===== config.mk =====
export PLATFORM = sky130hd
export DESIGN_NAME = fraction_reduce_and_add
export DESIGN_NICKNAME = d
export VERILOG_FILES = /design/src/rtl/frc_pkg.sv /design/src/rtl/frc_dp.sv /design/src/rtl/fraction_reduce_and_add.sv
export SDC_FILE = /design/constraint.sdc
export NUM_CORES = 1
export LEC_CHECK = 0
export ABC_AREA = 1
export BUFFER_PORTS_ARGS = -buffer_cell sky130_fd_sc_hd__buf_2
export CAP_MARGIN = 0
export CORE_ASPECT_RATIO = 0.9
export CORE_MARGIN = 2
export CORE_UTILIZATION = 30
export DETAILED_ROUTE_END_ITERATION = 10
export GPL_TIMING_DRIVEN = 0
export SYNTH_ARGS = -nofsm -noshare
export SYNTH_HDL_FRONTEND = slang
export SYNTH_SLANG_ARGS = --single-unit

===== constraint.sdc =====
create_clock -name i_clk -period 10.25 [get_ports i_clk]
set_input_delay 2.05 -clock i_clk [delete_from_list [all_inputs] [get_ports i_clk]]
set_output_delay 2.05 -clock i_clk [all_outputs]
set_load 0.03 [all_outputs]

===== src/rtl/frc_pkg.sv =====
// ----------------------------------------------------------------------------
// frc_pkg: shared types and control store for the fraction reduce/add block
// Holds the micro-operation codes, jump conditions, control word layout and
// the read-only program that sequences the datapath.
// ----------------------------------------------------------------------------
`default_nettype none

package frc_pkg;

    localparam int NUM_OUT_W = 33;
    localparam int DEN_OUT_W = 32;
    localparam int PC_W      = 4;

    // Command codes carried on the cmd field.
    localparam logic CMD_REDUCE = 1'b0;
    localparam logic CMD_ADD    = 1'b1;

    typedef logic [NUM_OUT_W-1:0] t_num_out;
    typedef logic [DEN_OUT_W-1:0] t_den_out;
    typedef logic [PC_W-1:0]      t_pc;

    // Datapath micro-operations.
    typedef enum logic [3:0] {
        OP_NOP,
        OP_GCD_INIT,
        OP_GCD_STEP,
        OP_DIV_INIT_N,
        OP_DIV_INIT_D,
        OP_DIV_STEP,
        OP_STORE_N,
        OP_STORE_D,
        OP_SEL_NEXT,
        OP_MUL_1,
        OP_MUL_2,
        OP_MUL_3
    } t_op;

    // Jump conditions. A taken jump loads the target, otherwise the
    // program counter advances (and wraps after the emit step).
    typedef enum logic [2:0] {
        C_NONE,
        C_NO_START,
        C_OPER_ZERO,
        C_GCD_BUSY,
        C_DIV_BUSY,
        C_MORE,
        C_CMD0,
        C_OUT_BUSY
    } t_cond;

    typedef struct packed {
        t_op   op;
        t_cond cond;
        t_pc   target;
    } t_uword;

    // Status flags from the datapath to the sequencer.
    typedef struct packed {
        logic oper_zero;
        logic gcd_busy;
        logic div_busy;
        logic more;
        logic cmd0;
    } t_dp_stat;

    localparam t_pc PC_WAIT   = 4'd0;
    localparam t_pc PC_INIT   = 4'd1;
    localparam t_pc PC_GCD    = 4'd2;
    localparam t_pc PC_DIVN_I = 4'd3;
    localparam t_pc PC_DIVN   = 4'd4;
    localparam t_pc PC_STN    = 4'd5;
    localparam t_pc PC_DIVD_I = 4'd6;
    localparam t_pc PC_DIVD   = 4'd7;
    localparam t_pc PC_STD    = 4'd8;
    localparam t_pc PC_NEXT   = 4'd9;
    localparam t_pc PC_MUL1   = 4'd10;
    localparam t_pc PC_MUL2   = 4'd11;
    localparam t_pc PC_MUL3   = 4'd12;
    localparam t_pc PC_EMIT   = 4'd13;

    function automatic t_uword frc_ucode(input t_pc pc);
        t_uword w;
        w = '{op: OP_NOP, cond: C_NONE, target: PC_WAIT};
        unique case (pc)
            PC_WAIT:   w = '{op: OP_NOP,        cond: C_NO_START,  target: PC_WAIT};
            PC_INIT:   w = '{op: OP_GCD_INIT,   cond: C_OPER_ZERO, target: PC_EMIT};
            PC_GCD:    w = '{op: OP_GCD_STEP,   cond: C_GCD_BUSY,  target: PC_GCD};
            PC_DIVN_I: w = '{op: OP_DIV_INIT_N, cond: C_NONE,      target: PC_WAIT};
            PC_DIVN:   w = '{op: OP_DIV_STEP,   cond: C_DIV_BUSY,  target: PC_DIVN};
            PC_STN:    w = '{op: OP_STORE_N,    cond: C_NONE,      target: PC_WAIT};
            PC_DIVD_I: w = '{op: OP_DIV_INIT_D, cond: C_NONE,      target: PC_WAIT};
            PC_DIVD:   w = '{op: OP_DIV_STEP,   cond: C_DIV_BUSY,  target: PC_DIVD};
            PC_STD:    w = '{op: OP_STORE_D,    cond: C_NONE,      target: PC_WAIT};
            PC_NEXT:   w = '{op: OP_SEL_NEXT,   cond: C_MORE,      target: PC_INIT};
            PC_MUL1:   w = '{op: OP_MUL_1,      cond: C_CMD0,      target: PC_EMIT};
            PC_MUL2:   w = '{op: OP_MUL_2,      cond: C_NONE,      target: PC_WAIT};
            PC_MUL3:   w = '{op: OP_MUL_3,      cond: C_NONE,      target: PC_WAIT};
            PC_EMIT:   w = '{op: OP_NOP,        cond: C_OUT_BUSY,  target: PC_EMIT};
            default:   w = '{op: OP_NOP,        cond: C_NONE,      target: PC_WAIT};
        endcase
        return w;
    endfunction

endpackage

`default_nettype wire


===== src/rtl/frc_dp.sv =====
// ----------------------------------------------------------------------------
// frc_dp: fraction datapath
// Operand registers, a subtract-and-shift gcd unit, a one-bit-per-cycle
// restoring divider and one shared multiplier, all driven by micro-operations.
// ----------------------------------------------------------------------------
`default_nettype none

module frc_dp #(
    parameter int VALUE_WIDTH = 16
) (
    input  wire logic             i_clk,
    input  wire logic             i_rst_n,
    input  wire logic             i_load,
    input  wire frc_pkg::t_op     i_op,
    input  wire logic             i_cmd,
    input  wire logic [15:0]      i_num_a,
    input  wire logic [15:0]      i_den_a,
    input  wire logic [15:0]      i_num_b,
    input  wire logic [15:0]      i_den_b,
    output frc_pkg::t_dp_stat     o_stat,
    output logic                  o_empty_res,
    output frc_pkg::t_num_out     o_num_out,
    output frc_pkg::t_den_out     o_den_out
);

    localparam int VW = VALUE_WIDTH;
    localparam int PW = 2 * VALUE_WIDTH;
    localparam int CW = $clog2(VALUE_WIDTH);

    typedef logic [VW-1:0] t_val;
    typedef logic [PW-1:0] t_prod;
    typedef logic [PW:0]   t_acc;
    typedef logic [CW-1:0] t_cnt;

    logic  r_cmd, n_cmd;
    logic  r_sel, n_sel;
    logic  r_ok,  n_ok;
    t_val  r_na, n_na, r_da, n_da, r_nb, n_nb, r_db, n_db;
    t_val  r_ga, n_ga, r_gb, n_gb;
    t_val  r_rem, n_rem, r_quo, n_quo;
    t_cnt  r_cnt, n_cnt;
    t_prod r_p, n_p;
    t_acc  r_acc, n_acc;

    t_val  cur_n, cur_d;
    t_val  mul_x, mul_y;
    t_prod mul_p;
    logic [VW:0] rem_sh;
    logic        sub_ok;
    logic        is_add;

    assign cur_n  = r_sel ? r_nb : r_na;
    assign cur_d  = r_sel ? r_db : r_da;
    assign is_add = (r_cmd == frc_pkg::CMD_ADD);

    // Restoring division step: remainder stays below the divisor.
    assign rem_sh = {r_rem, r_quo[VW-1]};
    assign sub_ok = (rem_sh >= {1'b0, r_ga});

    // One shared multiplier, operands chosen by the micro-operation.
    always_comb begin
        mul_x = r_na;
        mul_y = r_db;
        case (i_op)
            frc_pkg::OP_MUL_2: begin
                mul_x = r_nb;
                mul_y = r_da;
            end
            frc_pkg::OP_MUL_3: begin
                mul_x = r_da;
                mul_y = r_db;
            end
            default: begin
                mul_x = r_na;
                mul_y = r_db;
            end
        endcase
    end

    assign mul_p = mul_x * mul_y;

    always_comb begin
        n_cmd = r_cmd;
        n_sel = r_sel;
        n_ok  = r_ok;
        n_na  = r_na;
        n_da  = r_da;
        n_nb  = r_nb;
        n_db  = r_db;
        n_ga  = r_ga;
        n_gb  = r_gb;
        n_rem = r_rem;
        n_quo = r_quo;
        n_cnt = r_cnt;
        n_p   = r_p;
        n_acc = r_acc;
        if (i_load) begin
            n_cmd = i_cmd;
            n_na  = t_val'(i_num_a);
            n_da  = t_val'(i_den_a);
            n_nb  = t_val'(i_num_b);
            n_db  = t_val'(i_den_b);
            n_sel = 1'b0;
            n_ok  = 1'b1;
        end else begin
            case (i_op)
                frc_pkg::OP_GCD_INIT: begin
                    n_ga = cur_n;
                    n_gb = cur_d;
                    if (cur_n == '0 || cur_d == '0) begin
                        n_ok = 1'b0;
                    end
                end
                frc_pkg::OP_GCD_STEP: begin
                    if (r_ga != r_gb) begin
                        if (!r_ga[0] && !r_gb[0]) begin
                            // Common factor of two: only at the start, while the
                            // gcd registers still equal the operand, so the
                            // operand is halved along with them.
                            n_ga = r_ga >> 1;
                            n_gb = r_gb >> 1;
                            if (r_sel) begin
                                n_nb = r_nb >> 1;
                                n_db = r_db >> 1;
                            end else begin
                                n_na = r_na >> 1;
                                n_da = r_da >> 1;
                            end
                        end else if (!r_ga[0]) begin
                            n_ga = r_ga >> 1;
                        end else if (!r_gb[0]) begin
                            n_gb = r_gb >> 1;
                        end else if (r_ga > r_gb) begin
                            n_ga = (r_ga - r_gb) >> 1;
                        end else begin
                            n_gb = (r_gb - r_ga) >> 1;
                        end
                    end
                end
                frc_pkg::OP_DIV_INIT_N: begin
                    n_rem = '0;
                    n_quo = cur_n;
                    n_cnt = '0;
                end
                frc_pkg::OP_DIV_INIT_D: begin
                    n_rem = '0;
                    n_quo = cur_d;
                    n_cnt = '0;
                end
                frc_pkg::OP_DIV_STEP: begin
                    n_rem = sub_ok ? t_val'(rem_sh - {1'b0, r_ga}) : t_val'(rem_sh);
                    n_quo = {r_quo[VW-2:0], sub_ok};
                    n_cnt = r_cnt + t_cnt'(1);
                end
                frc_pkg::OP_STORE_N: begin
                    if (r_sel) begin
                        n_nb = r_quo;
                    end else begin
                        n_na = r_quo;
                    end
                end
                frc_pkg::OP_STORE_D: begin
                    if (r_sel) begin
                        n_db = r_quo;
                    end else begin
                        n_da = r_quo;
                    end
                end
                frc_pkg::OP_SEL_NEXT: begin
                    n_sel = 1'b1;
                end
                frc_pkg::OP_MUL_1: begin
                    n_p = mul_p;
                end
                frc_pkg::OP_MUL_2: begin
                    n_acc = t_acc'(r_p);
                    n_p   = mul_p;
                end
                frc_pkg::OP_MUL_3: begin
                    n_acc = r_acc + t_acc'(r_p);
                    n_p   = mul_p;
                end
                default: begin
                end
            endcase
        end
    end

    always_ff @(posedge i_clk) begin
        r_cmd <= n_cmd;
        r_sel <= n_sel;
        r_ok  <= n_ok;
        r_na  <= n_na;
        r_da  <= n_da;
        r_nb  <= n_nb;
        r_db  <= n_db;
        r_ga  <= n_ga;
        r_gb  <= n_gb;
        r_rem <= n_rem;
        r_quo <= n_quo;
        r_cnt <= n_cnt;
        r_p   <= n_p;
        r_acc <= n_acc;
    end

    assign o_stat.oper_zero = (cur_n == '0) || (cur_d == '0);
    assign o_stat.gcd_busy  = (r_ga != r_gb);
    assign o_stat.div_busy  = (r_cnt != t_cnt'(VW - 1));
    assign o_stat.more      = is_add && !r_sel;
    assign o_stat.cmd0      = (r_cmd == frc_pkg::CMD_REDUCE);

    assign o_empty_res = !r_ok;
    assign o_num_out   = !r_ok ? '0 :
                         (is_add ? frc_pkg::t_num_out'(r_acc) : frc_pkg::t_num_out'(r_na));
    assign o_den_out   = !r_ok ? '0 :
                         (is_add ? frc_pkg::t_den_out'(r_p) : frc_pkg::t_den_out'(r_da));

    a_div_rem_below: assert property (@(posedge i_clk) disable iff (!i_rst_n)
        i_op == frc_pkg::OP_DIV_STEP |-> r_rem < r_ga)
        else $error("divider remainder not below divisor");

    a_gcd_nonzero: assert property (@(posedge i_clk) disable iff (!i_rst_n)
        i_op == frc_pkg::OP_GCD_STEP |-> r_ga != '0 && r_gb != '0)
        else $error("gcd operand reached zero");

    a_divisor_settled: assert property (@(posedge i_clk) disable iff (!i_rst_n)
        (i_op == frc_pkg::OP_DIV_INIT_N || i_op == frc_pkg::OP_DIV_INIT_D)
        |-> r_ga == r_gb)
        else $error("division started before gcd converged");

endmodule

`default_nettype wire


===== src/rtl/fraction_reduce_and_add.sv =====
// ----------------------------------------------------------------------------
// fraction_reduce_and_add: reduce one fraction or add two fractions
// Microcoded sequencer over a shared gcd/divide/multiply datapath.
//
//   Channel  Direction  Handshake           Fields
//   input    in         i_valid / o_stall   i_cmd, i_num_a, i_den_a, i_num_b, i_den_b
//   output   out        o_valid / i_stall   o_empty_res, o_num_out, o_den_out
//
// One transaction is processed at a time. Per operand: one setup step, the
// subtract-and-shift gcd loop, then two bit-serial divisions. Command 0 reduces
// one operand, command 1 reduces two and adds 3 multiply/add steps; an invalid
// operand ends the work at once. Reset is synchronous and needs no clearing
// pass. The result waits in an output register; a stalled output only holds
// the sequencer at its emit step, after the next transaction is taken.
// ----------------------------------------------------------------------------
`default_nettype none

module fraction_reduce_and_add #(
    parameter int VALUE_WIDTH = 16
) (
    input  wire logic        i_clk,
    input  wire logic        i_rst_n,
    input  wire logic        i_valid,
    output logic             o_stall,
    input  wire logic        i_cmd,
    input  wire logic [15:0] i_num_a,
    input  wire logic [15:0] i_den_a,
    input  wire logic [15:0] i_num_b,
    input  wire logic [15:0] i_den_b,
    output logic             o_valid,
    input  wire logic        i_stall,
    output logic             o_empty_res,
    output logic [32:0]      o_num_out,
    output logic [31:0]      o_den_out
);

    frc_pkg::t_pc      r_pc, n_pc;
    logic              r_ovalid, n_ovalid;
    logic              r_oempty;
    frc_pkg::t_num_out r_onum;
    frc_pkg::t_den_out r_oden;

    frc_pkg::t_uword   uw;
    frc_pkg::t_dp_stat stat;
    logic              accept;
    logic              out_busy;
    logic              out_load;
    logic              jump;
    logic              dp_empty;
    frc_pkg::t_num_out dp_num;
    frc_pkg::t_den_out dp_den;

    assign uw       = frc_pkg::frc_ucode(r_pc);
    assign o_stall  = (r_pc != frc_pkg::PC_WAIT);
    assign accept   = i_valid && !o_stall;
    assign out_busy = r_ovalid && i_stall;
    assign out_load = (r_pc == frc_pkg::PC_EMIT) && !out_busy;

    frc_dp #(
        .VALUE_WIDTH (VALUE_WIDTH)
    ) u_dp (
        .i_clk       (i_clk),
        .i_rst_n     (i_rst_n),
        .i_load      (accept),
        .i_op        (uw.op),
        .i_cmd       (i_cmd),
        .i_num_a     (i_num_a),
        .i_den_a     (i_den_a),
        .i_num_b     (i_num_b),
        .i_den_b     (i_den_b),
        .o_stat      (stat),
        .o_empty_res (dp_empty),
        .o_num_out   (dp_num),
        .o_den_out   (dp_den)
    );

    always_comb begin
        case (uw.cond)
            frc_pkg::C_NONE:      jump = 1'b0;
            frc_pkg::C_NO_START:  jump = !accept;
            frc_pkg::C_OPER_ZERO: jump = stat.oper_zero;
            frc_pkg::C_GCD_BUSY:  jump = stat.gcd_busy;
            frc_pkg::C_DIV_BUSY:  jump = stat.div_busy;
            frc_pkg::C_MORE:      jump = stat.more;
            frc_pkg::C_CMD0:      jump = stat.cmd0;
            frc_pkg::C_OUT_BUSY:  jump = out_busy;
            default:              jump = 1'b0;
        endcase
    end

    always_comb begin
        if (jump) begin
            n_pc = uw.target;
        end else if (r_pc == frc_pkg::PC_EMIT) begin
            n_pc = frc_pkg::PC_WAIT;
        end else begin
            n_pc = r_pc + frc_pkg::t_pc'(1);
        end
        n_ovalid = out_load || out_busy;
    end

    always_ff @(posedge i_clk) begin
        if (!i_rst_n) begin
            r_pc     <= frc_pkg::PC_WAIT;
            r_ovalid <= 1'b0;
        end else begin
            r_pc     <= n_pc;
            r_ovalid <= n_ovalid;
        end
    end

    always_ff @(posedge i_clk) begin
        if (out_load) begin
            r_oempty <= dp_empty;
            r_onum   <= dp_num;
            r_oden   <= dp_den;
        end
    end

    assign o_valid     = r_ovalid;
    assign o_empty_res = r_oempty;
    assign o_num_out   = r_onum;
    assign o_den_out   = r_oden;

    a_start_on_accept: assert property (@(posedge i_clk) disable iff (!i_rst_n)
        accept |=> r_pc == frc_pkg::PC_INIT)
        else $error("sequencer did not start after an accepted transaction");

    a_result_from_emit: assert property (@(posedge i_clk) disable iff (!i_rst_n)
        $rose(r_ovalid) |-> $past(r_pc == frc_pkg::PC_EMIT))
        else $error("result presented outside the emit step");

    a_empty_zero: assert property (@(posedge i_clk) disable iff (!i_rst_n)
        (r_ovalid && r_oempty) |-> (r_onum == '0 && r_oden == '0))
        else $error("empty result carries nonzero fields");

endmodule

`default_nettype wire

### After elaboration in Yosys (flattened, before gate mapping)

Memories as Yosys holds them, arrays and structs flattened. A register that Yosys moved wholly into a read port is not among the register bits.
Index checks and enable logic that the tools add are counted.

* $add $sub $neg: 6
* $mul: 1
* order comparisons: 2
* equal/unequal tests: 34
* mux-type cells: 49
* bitwise logic cells: 2
* reductions and logical operators: 40

Operators with widths (count)
* 2-to-1 mux 16 bit: 34
* case mux 16 bit (2 select lines): 8
* case mux 33 bit (2 select lines): 1
* case mux 16 bit (3 select lines): 1
* subtractor 16 bit: 3
* adder 33 x 32 -> 33 bit: 1
* logical NOT 16 bit: 2
* multiplier 16 x 16 -> 32 bit: 1
* AND reduction 5 bit: 6
* == test 4 bit (second input constant): 5
* >= comparator 17 x 16 -> 1 bit: 1
* == test 4 x 3 -> 1 bit (second input constant): 4
* greater-than comparator 16 bit: 1
* inequality test 16 bit: 1
* inequality test 4 bit (second input constant): 4
* == test 3 bit (second input constant): 4
* 2-to-1 mux 4 bit: 3
* inequality test 3 x 2 -> 1 bit (second input constant): 4
* inequality test 3 bit (second input constant): 4
* AND reduction 2 bit: 6
* nonzero test 3 bit: 3
* adder 4 x 1 -> 4 bit (second input constant): 2
* == test 4 x 2 -> 1 bit (second input constant): 2
* case mux 1 bit (8 select lines): 1
* other kinds (17): 32

* register bits: 271
* bits in read-only memories: 176
* input bits: 69
* output and inout port bits: 68
* logic and storage cells: 158
* memories kept: 1

Memories
* (no name shown): words 16, width 11, read ports 1, clocked after memory_dff 1, wr ports 0, line frc_pkg.sv:84 `unique case (pc)`

### Depth between registers and ports, before layout

* depth after elaboration: 7
* depth in mapped cells: 31
* gate-level depth less buffers: 30

### Cells and area by module

From an unflattened synthesis, not the netlist that was laid out.

* cells, all modules: 3589
* area, all modules: 27649.0 sq um

Modules (own cells, without submodules)
* frc_dp: times used 1, cells an instance 3391, area an instance 24691.2 sq um, sequential area each 5985.7 sq um
* fraction_reduce_and_add: times used 1, cells an instance 198, area an instance 2957.8 sq um, sequential area each 2302.2 sq um

### Least setup slack after synthesis

OpenSTA, ideal clock, no wires.

* path type: register to register
* from: reg, netlist name uw[10]
* to: reg u_dp.r_p[25] (data pin)
* library setup time: 0.263 ns
* arrival: 5.976 ns
* required time: 9.987 ns
* setup slack: 4.011 ns
* cell stages (with the launch flop): 28
* buffers on the path: 1
* clock period less this slack: 6.239 ns
* path through: dfxtp_1 inv_1 nor2_1 inv_1 nor2_2 inv_1 clkbuf_1 nand2_1 o221ai_2 inv_1 nand2_1 fa_1 fa_1 inv_1 fa_1 fa_1 fa_1 inv_1 fa_1 inv_1 ha_1 a21oi_1 o21ai_0 o21bai_1 a21oi_1 o21bai_1 a21oi_1 xnor2_1

* word-level cells in the longest chain between the ends: 3
* elaborated cells on any way between the ends: 5
* those cells by class: mul: 1; eq/ne: 2; mux: 2

Ends and longest elaborated chain
* == test 4 bit: line frc_dp.sv:64 `case (i_op)`
* case mux 16 bit (2 select lines) or 2-to-1 mux 16 bit (tied branches): line frc_dp.sv:64
* multiplier 16 x 16 -> 32 bit *: line frc_dp.sv:80 `assign mul_p = mul_x * mul_y;`
* via u_dp.mul_p[25]: line frc_dp.sv:47 `t_prod mul_p;`
* end signal: assignment: line frc_dp.sv:202 `r_p <= n_p;`
* end: declaration: line frc_dp.sv:42 `t_prod r_p, n_p;`

Mark *: on every way through the listed nets, which the timed path passes. The rest lies on a longest branch.
A chain may end at the register's enable or synchronous reset.

### Worst setup path in the final report

* from: reg, netlist name uw[10]
* to: reg u_dp.r_p[25] (data pin)

* word-level cells in the longest chain between the ends: 3
* elaborated cells on any way between the ends: 5
* those cells by class: mul: 1; eq/ne: 2; mux: 2

Ends and longest elaborated chain (line)
* == test 4 bit: frc_dp.sv:64
* case mux 16 bit (2 select lines) or 2-to-1 mux 16 bit (tied branches): frc_dp.sv:64
* multiplier 16 x 16 -> 32 bit *: frc_dp.sv:80
* via u_dp.mul_p[25]: frc_dp.sv:47

Marked as above.

==> flow_summary.toml <==
[grt]
grt_usage = 0.2003
grt_max_degree = 34
first_global_vias = 22300
grt.overflow.total = 0
antenna_found_initial = 0
grt_first_pass_wirelength_um = 136500

[die]
ios = 137
die_w_um = 314.0
initial_core_util = 0.3021
dieArea_um2 = 88850
coreArea_um2 = 85890
die_h_um = 283.0
rows = 102

[synthesis]
synth_ff_type = "edfxtp_1"
ys_top_cells_by_count = "nand2_1 (693), inv_1 (487), nor2_1 (421), edfxtp_1 (264), a21oi_1 (222)"
yosys-top-cells-area = "edfxtp_1 (31%), fa_1 (15%), nand2_1 (10%)"
netlist_instances = 3205
synth_seq_cells = 282
async_flop_share = 0
yosysUniqueCellTypes = 49
synth_warnings = 0
synth-edff-count = 264
syn-cell-area_um2 = 25940
avgSynthCellArea_um2 = 8.095
synthesis.nets = 3662
yosysMostFrequentCell = "nand2_1"
synth_top_area_cell = "edfxtp_1"
ys_seq_area_frac = 0.3195
synth_top_area_frac = 0.3056

[sta]
hold_viol = 0
rsz0062_at_grt = "false"
slew_headroom = 0.1460
worst_pin_slew_ns = 1.276
fin_hold_ws_ns = 0.5980
drv_slew = 0
setup_viol = 0
max_clock_freq_mhz = 120.6
final.period_utilization = 0.8090
skew_ns = 0.03884
fin_tns_setup_ns = 0
period_minus_slack_ns = 8.293

[placed_design]
place_hpwl_um = 73770
io_buffers = 135
placed_cells = 4491
gp_congestion = 0.9763

[finish]
fin_nets = 3837
area_delta_synth_final_pct = 12.65
layout-drive-gt1-share = 0.07932
fin_util = 0.3403
fin_cells = 4548
n_antenna_cell = 0

[detailed_routing]
vias_per_cell = 5.115
wirelength_um = 90790
drtPass1Iterations = 7
drc_errors = 0
drt_iter0_markers = 2815
vias = 23260
drtAntennaViolNets = 0
avgRoutedWirePerCell_um = 19.96

[setup_path]
reg2reg_from = "uw[10]"
worstPathArrival_ns = 8.62
startpoint_type = "register"
critical_path.top_delay_family = "adder cells"
path_depth = 25
cpPeakStageDelay_ns = 0.96
r2r_setup_slack_ns = 1.96
worstReg2RegEnd = "u_dp.r_p[25]"
path_class = "register to register"
crit_path_top_delay_cell = "nor2_1"
end_kind = "register"
worstPathRequired_ns = 10.57
path_buf_inv = 7
reg2regPathDepth = 25
path_max_fanout = 9
critPathMostFrequentCell = "inv_1"

[job]
cap_violations = 0

[clock_network]
post_cts_buffers = 0
postCtsHoldBufs = 0
cts_htree_levels = 1
clkLatencyLatePin_ns = 0.62
tritoncts = "yes"
clockRootBuffer = "clkbuf_16"
post_cts_resized = 0
cts.sinks = 282
clk_pin_slew_ns = 0.06
cts_max_path_buffers = 3
cts_buffers = 31

[min_path]
hold_class = "register to register"
holdPathEnd = "o_num_out[32]"
min_path_cells = 2
hp-start = "u_dp.r_acc[32]"

[outcome]
outcome = "complete, no violations"
## worst max path at each step
stage	startpoint	slack, ns	to
2_1_floorplan	uw[10]	4.01	u_dp.r_p[25]
3_3_place_gp	uw[10]	2.11	u_dp.r_p[25]
3_5_place_dp	uw[10]	2.06	u_dp.r_p[25]
4_1_cts	uw[10]	2.03	u_dp.r_p[25]
5_1_grt	uw[10]	1.66	u_dp.r_p[25]
6_report	uw[10]	1.96	u_dp.r_p[25]
## cells by family after synthesis
kind of cell,count (synthesis),share of synthesized area
AOI/OAI and AO/OA,572,0.1224
xor gates and xnor gates,82,0.02768
adders and majority gates,388,0.2444
buffers and inverters,608,0.09052
DFF,282,0.3195
and+or+nand+nor,1273,0.1956
## tightest hold or removal path, stage by stage (launching register included)
cell and delay [ns]:
edfxtp_1 0.32, inv_1 0.06, nor2_1 0.10
## through the flow
stage | worst slack [ns] | instance area (µm²)
final | 1.957 | 29220
after global routing | 1.661 | 29220
after CTS | 2.029 | 29220
after detailed placement | 2.064 | 28200
after global placement | 2.109 | 28050
after floorplan | 4.011 | 25940
## per-layer routing
| layer | track usage | wire [µm] |
|---|---|---|
| met1 | 0.2986 | 41240 |
| met2 | 0.2955 | 38180 |
| met3 | 0.04084 | 9224 |
| met4 | 0.04593 | 2138 |
| met5 | 0 | 0 |
## cell type report
class                   count  area, µm²
plain buffers             103      452.9
clock buffers              35      790.8
clock inverters            22      237.7
fillers                  8989      56670
inverters                 505       1896
multi-input cells        2315      15340
flip-flops and latches    282       8288
well taps                1144       1431
repair buffers            142      783.3
## state kept, by name (all words and copies together) (netlist names), 4 cells and up
register / cells
u_dp.r_gb: 16
u_dp.r_cnt: 4
u_dp.r_p: 32
u_dp.r_rem: 16
u_dp.r_quo: 16
u_dp.r_na: 16
uw: 11
u_dp.r_da: 16
u_dp.r_acc: 33
o_num_out: 33
u_dp.r_db: 16
u_dp.r_ga: 16
r_pc: 4
u_dp.r_nb: 16
o_den_out: 32
## layout by cell type (no fill, tap or decap), types with 7 or more instances in the layout
cell and count:
nand2_1 693, inv_1 485, nor2_1 421, edfxtp_1 264
a21oi_1 221, fa_1 198, ha_1 190, o21ai_0 179
buf_2 160, nand3_1 97, clkbuf_1 72, a31oi_1 67
xor2_1 58, o211ai_1 31, clkbuf_16 31, xnor2_1 24
o21ai_1 21, dfxtp_1 18, nor3_1 15, nand4_1 14
o21bai_1 14, clkinv_1 13, inv_2 10, clkinv_2 10
a21o_1 9, o21a_1 8, buf_6 7
Power is left out: the tool's default activity adds up to more than one toggle a clock period on the data nets, which glitch-free logic cannot reach.
